<file path="src/design/lobm_pkg.sv">
package lobm_pkg;

  // Order kind codes
  typedef enum logic [1:0] {
    KIND_MARKET = 2'd0,
    KIND_LIMIT  = 2'd1,
    KIND_REST   = 2'd2,
    KIND_UNUSED = 2'd3
  } kind_e;

  // Order side codes
  typedef enum logic {
    SIDE_BUY  = 1'b0,
    SIDE_SELL = 1'b1
  } side_e;

  // Result status codes
  typedef enum logic {
    STATUS_DONE = 1'b0,
    STATUS_FULL = 1'b1
  } status_e;

  // Write strobes into one side of the book
  typedef struct packed {
    logic lvl;
    logic qty;
  } mem_we_t;

  // Commands to the fill arithmetic unit
  typedef struct packed {
    logic load;
    logic step;
    logic mul;
    logic acc;
  } fill_ctl_t;

  // Flags back from the fill arithmetic unit
  typedef struct packed {
    logic rem_zero;
    logic full;
  } fill_sts_t;

endpackage

</file>
<file path="src/design/lobm_fill_unit.sv">
module lobm_fill_unit #(
  parameter int QUANTITY_BITS = 16,
  parameter int LEVEL_BITS    = 8
) (
  input  logic                                clk_i,
  input  lobm_pkg::fill_ctl_t                 ctl_i,
  input  logic [QUANTITY_BITS-1:0]            rem_init_i,
  input  logic [QUANTITY_BITS-1:0]            qty_i,
  input  logic [LEVEL_BITS-1:0]               lvl_i,
  output logic [QUANTITY_BITS-1:0]            rem_o,
  output logic [QUANTITY_BITS-1:0]            filled_o,
  output logic [QUANTITY_BITS+LEVEL_BITS-1:0] value_o,
  output logic [QUANTITY_BITS-1:0]            qty_left_o,
  output lobm_pkg::fill_sts_t                 sts_o
);

  localparam int VW = QUANTITY_BITS + LEVEL_BITS;

  logic [QUANTITY_BITS-1:0] rem_q, filled_q, take_q, take;
  logic [VW-1:0]            value_q, prod_q;

  // Take the whole resting order or what is left of the incoming one
  assign sts_o.full     = (qty_i <= rem_q);
  assign sts_o.rem_zero = (rem_q == '0);
  assign take           = sts_o.full ? qty_i : rem_q;
  assign qty_left_o     = qty_i - rem_q;

  // Running remainder, fill and value, with the product registered first
  always_ff @(posedge clk_i) begin
    if (ctl_i.load) begin
      rem_q    <= rem_init_i;
      filled_q <= '0;
      value_q  <= '0;
    end else begin
      if (ctl_i.step) begin
        take_q   <= take;
        rem_q    <= rem_q - take;
        filled_q <= filled_q + take;
      end
      if (ctl_i.mul) begin
        prod_q <= VW'(take_q) * VW'(lvl_i);
      end
      if (ctl_i.acc) begin
        value_q <= value_q + prod_q;
      end
    end
  end

  assign rem_o    = rem_q;
  assign filled_o = filled_q;
  assign value_o  = value_q;

endmodule

</file>
<file path="config.mk">
export PLATFORM = sky130hd
export DESIGN_NAME = lobm_fill_unit
export DESIGN_NICKNAME = d
export VERILOG_FILES = /design/src/design/lobm_pkg.sv /design/src/design/lobm_fill_unit.sv
export SDC_FILE = /design/constraint.sdc
export NUM_CORES = 1
export LEC_CHECK = 0
export BUFFER_PORTS_ARGS = -buffer_cell sky130_fd_sc_hd__clkbuf_2
export CORE_MARGIN = 2
export CORE_UTILIZATION = 55
export DETAILED_ROUTE_END_ITERATION = 8
export GPL_TIMING_DRIVEN = 0
export PLACE_DENSITY_LB_ADDON = 0.3
export SLEW_MARGIN = 25
export SYNTH_ARGS = -nofsm -noshare
export SYNTH_HDL_FRONTEND = slang
export SYNTH_SLANG_ARGS = --single-unit
export TNS_END_PERCENT = 50
</file>
<file path="constraint.sdc">
create_clock -name clk_i -period 6.6 [get_ports clk_i]
set_input_delay 0.66 -clock clk_i [delete_from_list [all_inputs] [get_ports clk_i]]
set_output_delay 0.66 -clock clk_i [all_outputs]
set_load 0.02 [all_outputs]
</file>
==> reports/results.tsv, run 1 <==
metric	value	unit
crit-path max FO	10	
Die Width	146	um
global route total overflow	0	
Reg area	2480	sq um
Initial Utilization	56.5	%
fillers	1716	
# diodes	0	
Synth warnings	0	
CP Data Required Time	6.69	ns
die footprint	21300	sq um
Top cell by count, worst path	fa_1	
Max Root-Sink Buffers	2	
antenna violations before repair	0	
Max Clock Freq	185	MHz
ys flop type	edfxtp_1	
Hold Buf Count CTS	0	
final count of pins violating max slew	0	
total wire length after detailed routing	26600	um
# DRC	0	
slowest stage cell on the critical path	fa_1	
Critical Path AT	5.50	ns
Synth cell types	69	
CP Class	input pin to flop	
Post-Syn Nets	1504	
ANT nets after route	0	
worst stage delay on the critical path	0.57	ns
wire per inst	16.0	um
num ports	119	
gpl congestion	0.941	
area leader, netlist	fa_1	
asr flop ratio synth	0	%
Max Cap Viol	0	
count leader, synth	inv_1	
drt pass-1 iters	5	
fin nets	1634	
Multi-input gate area	7790	sq um
GRT Util Overall	25.3	%
Post-Syn Area per Cell	8.79	sq um
clk_skew	0.0109	ns
number of flops mapped to enable cells by yosys	56	
startpoint types	input pin	
number of synthesized register bits	96	
final setup TNS	0	ns
synth top area cells	fa_1 (16%), edfxtp_1 (15%), ha_1 (13%)	
I/O Buffers	118	
Mapped Area	11100	sq um
outcome	completed	
vias in the first global route	9091	
Final Hold Violating Endpoints	0	
Worst-Skew Late Latency	0.36	ns
post-cts resize count	0	
Post-CTS Setup Bufs	0	
Slew headroom	45.3	%
Die Ht	146	um
H-tree depth	3	
Setup crit end kind	flop	
Yosys top cell area share	15.9	%
area delta synth->final	11.2	%
CTS Buf Count	9	
dpl hpwl	21900	um
post-synthesis sequential area ratio	22.4	%
vias per inst	5.71	
DR vias	9461	
fin crit period	5.41	ns
class of the worst hold path	flop to flop	
Syn Inst Count	1258	
count of final setup violators	0	
Root Buffer	clkbuf_16	
largest net degree at the start of global routing	20	
synth cell count leaders	inv_1 (174), ha_1 (113), and2_1 (106)	
final worst-path cycle share	82.0	%
Row Count	51	
CTS tree	done	
RSZ-0062 raised after global routing	no	
worst slew pin tran	0.812	ns
global-route wire length before repair	43800	um
clk slew on worst S/H paths	0.07	ns
critical path cell sequence	clkbuf_2 > clkbuf_1 > nand2_1 > fa_1 > fa_1 > inv_1 > fa_1 > inv_1 > fa_1 > inv_1 > ha_1 > nand2_1 > a21oi_1 > o32ai_1 > o31ai_1 > nor3b_1 > o31ai_1 > xor2_1	
initial drt markers	613	
core area	19600	sq um
proportion of layout cells with a drive suffix above 1	11.3	%
clock net sink count	96	
==> registers in the layout, indices dropped and copies added, names as in the netlist <==
register / flops
prod_q: 24
rem_o: 16
value_o: 24
take_q: 16
filled_o: 16
==> through the flow <==
step	hold WS (ns)	setup WS [ns]	instances	util (%)	area (sq um)
after detailed placement	0.468	0.895	1642	61.2	12000
final	0.479	1.19	1658	62.8	12300
after global routing	0.508	0.962	1658	62.8	12300
after CTS	0.478	1.26	1658	62.8	12300
after floorplan	0.535	1.68	1258	-	11100
after global placement	0.468	0.886	1641	61.2	12000
==> cell families (layout without fill, tap and decap cells) <==
logic type,count (synthesis),in the layout,share of synthesized area (%)
buffers and inverters,209,344,7.16
DFF,96,96,22.4
xor gates and xnor gates,50,50,3.96
and+or+nand+nor,408,408,19.2
AOI/OAI and AO/OA,266,266,15.9
muxes,28,28,2.59
adders and majority gates,201,201,28.7
==> routing by layer <==
metal	global-route usage [%]	vias up	wire length, um
met5	0	-	0
met3	3.82	66	1620
met1	31.2	4459	11000
met4	10.7	0	950
met2	44.2	335	13000
li1	-	4601	-
==> cell type report <==
cell class / count / share of cell area [%]
repair buffers: 119 / 4.89
well taps: 265 / 2.70
flip-flops and latches: 96 / 20.2
plain buffers: 35 / 1.13
multi-input cells: 953 / 63.3
clock inverters: 5 / 0.427
clock buffers: 11 / 2.05
inverters: 174 / 5.31
==> cells in the final DEF, fill, tap and decap left out, types with 9 or more instances in the layout <==
cell and instances:
a21oi_1 72, a21o_1 32, o21a_1 23, nand2b_1 9, nand3_1 24, a211oi_1 9, edfxtp_1 56, nand4_1 13
clkbuf_2 119, dfxtp_1 40, o21ai_0 44, nor4_1 9, fa_1 88, clkbuf_1 24, clkbuf_16 9, ha_1 113
inv_1 174, o31ai_1 14, nor3_1 27, and2_1 106, xnor2_1 30, nand2_1 98, nor2b_1 16, xor2_1 20
nor2_1 62, mux2i_1 23, and3_1 10
==> final timing paths <==
kind | from | endpoint | slack, ns | depth (start not counted)
setup reg to reg | rem_o[0] | filled_o[10] | 1.32 | 20
setup / recovery | lvl_i[2] | prod_q[21] | 1.19 | 18
hold / removal | value_o[19] | value_o[19] | 0.48 | 2
hold reg to reg | value_o[19] | value_o[19] | 0.48 | 2
==> critical path: cells and delay by family <==
family,cells,cell delay (ns)
adder cells (fa/ha/maj),5,2.35
buffers and inverters,5,0.71
AND/OR/NAND/NOR,3,0.39
AO/OA/AOI/OAI,4,1.28
XOR/XNOR,1,0.10
Power of run 1 is not shown: default switching activity piles up to over one toggle a cycle in this logic, so the estimate is an artifact.
==> run 2, diff against run 1 <==
==> constraint.sdc (replaced) <==
create_clock -name clk_i -period 5.1 [get_ports clk_i]
set_input_delay 0.51 -clock clk_i [delete_from_list [all_inputs] [get_ports clk_i]]
set_output_delay 0.51 -clock clk_i [all_outputs]
set_load 0.02 [all_outputs]
==> reports/results.tsv, run 2 (synthesized netlist as in run 1, its figures left out) <==
metric	value	unit	change
startpoint types	input pin		
class of the worst hold path	input pin to flop		
total wire length after detailed routing	26700	um	+0.33%
antenna violations before repair	0		unchanged
vias in the first global route	9095		+0.044%
global route total overflow	0		unchanged
I/O Buffers	118		unchanged
initial drt markers	624		+1.8%
DR vias	9505		+0.47%
die footprint	21300	sq um	unchanged
Worst-Skew Late Latency	0.35	ns	about the same
Final Hold Violating Endpoints	0		unchanged
fin crit period	4.91	ns	
Root Buffer	clkbuf_16		
clock net sink count	96		unchanged
Max Cap Viol	0		unchanged
Setup crit end kind	flop		
dpl hpwl	21900	um	unchanged
fin nets	1633		-0.061%
outcome	completed		
crit-path max FO	10		unchanged
Hold Buf Count CTS	0		unchanged
Slew headroom	46.7	%	+1.4 points
CTS Buf Count	9		unchanged
CTS tree	done		
largest net degree at the start of global routing	20		unchanged
Max Root-Sink Buffers	2		unchanged
final worst-path cycle share	96.3	%	
clk_skew	0.00755	ns	-0.00337 ns
area delta synth->final	11.7	%	
fillers	1705		-0.64%
core area	19600	sq um	unchanged
Post-CTS Setup Bufs	0		unchanged
gpl congestion	0.941		unchanged
Die Width	146	um	unchanged
CP Data Required Time	5.19	ns	-1.50 ns
count of final setup violators	0		unchanged
Multi-input gate area	7830	sq um	+0.56%
H-tree depth	3		unchanged
worst reg2reg path depth	18		-10%
num ports	119		unchanged
ANT nets after route	0		unchanged
Critical Path AT	5.00	ns	-0.50 ns
# DRC	0		unchanged
most common cell after layout, fill and taps aside	inv_1		
proportion of layout cells with a drive suffix above 1	12.5	%	+1.2 points
worst slew pin tran	0.800	ns	-0.0122 ns
global-route wire length before repair	43900	um	about the same
wire per inst	16.1	um	+0.39%
Worst Hold Depth	3		+1
final count of pins violating max slew	0		unchanged
Die Ht	146	um	unchanged
Row Count	51		unchanged
GRT Util Overall	25.3	%	about the same
commonest non-fill, non-tap cells in the layout	inv_1 (174), clkbuf_2 (125), ha_1 (113)		
final setup TNS	0	ns	unchanged
Initial Utilization	56.5	%	unchanged
vias per inst	5.74		+0.53%
drt pass-1 iters	5		unchanged
# diodes	0		unchanged
clk slew on worst S/H paths	0.07	ns	about the same
CP Class	input pin to flop		
Reg area	2480	sq um	unchanged
Max Clock Freq	204	MHz	
==> run 2: cell types whose count changed in the layout (fill, tap and decap cells not counted), moves of 2 or more <==
| cell | previous run | this run |
|---|---|---|
| buf_2 | 5 | 3 |
| o21ai_0 | 44 | 41 |
| a21oi_2 | 0 | 3 |
| clkbuf_1 | 24 | 17 |
| buf_4 | 0 | 2 |
| o31ai_1 | 14 | 12 |
| a21oi_1 | 72 | 69 |
| o31ai_2 | 0 | 2 |
| mux2i_1 | 23 | 21 |
| clkbuf_2 | 119 | 125 |
| o21ai_2 | 0 | 2 |
| mux2i_2 | 0 | 2 |
==> run 2: worst max-delay path, stage by stage <==
cell      delay (ns)
clkbuf_2        0.17
clkbuf_2        0.26
nand2_1         0.11
fa_1            0.52
fa_1            0.57
inv_1           0.06
fa_1            0.47
inv_1           0.05
fa_1            0.47
inv_1           0.04
ha_1            0.31
nand2_1         0.10
a21oi_1         0.27
o32ai_2         0.18
o31ai_2         0.41
nor3b_1         0.13
o31ai_1         0.29
xor2_1          0.10
==> run 2: worst paths after layout <==
kind	endpoint	slack [ns]	startpoint
max	prod_q[21]	0.19	lvl_i[2]
min	rem_o[14]	0.43	rem_init_i[14]
max reg2reg	filled_o[15]	0.25	rem_o[0]
min reg2reg	value_o[19]	0.48	value_o[19]
==> run 2: cell type report <==
cell class                      instances  share of cell area, %
Tap cell                              265                   2.68
Sequential cell                        96                   20.1
Buffer                                 34                   1.20
Inverter                              174                   5.29
Timing Repair Buffer                  119                   4.87
Multi-Input combinational cell        953                   63.4
Clock buffer                           11                   2.05
Clock inverter                          5                  0.425
==> run 2: per-stage QoR <==
step	instance area [sq um]	hold WS [ns]	worst slack [ns]	utilization, %	cells
floorplan	11100	0.535	0.331	-	1258
global placement	12000	0.468	-0.464	61.2	1641
detailed placement	12000	0.468	-0.455	61.2	1642
CTS	12300	0.423	0.0233	62.9	1658
global route	12400	0.454	-0.00960	63.1	1657
finish	12400	0.433	0.186	63.1	1657
==> run 2: repair_timing <==
item / 4_1_cts / 5_1_grt
resized for setup: 5 / 24
hold endpoints to repair: 0 / 0
endpoints found under the setup margin: 6 / 19
==> run 2: metal layers <==
| layer | GRT usage [%] | part of all wire (%) |
|---|---|---|
| met5 | 0 | 0 |
| met4 | 10.7 | 3.9 |
| met3 | 3.89 | 6.0 |
| met2 | 44.2 | 48 |
| met1 | 31.2 | 42 |
Power of run 2 is left out for the same reason.
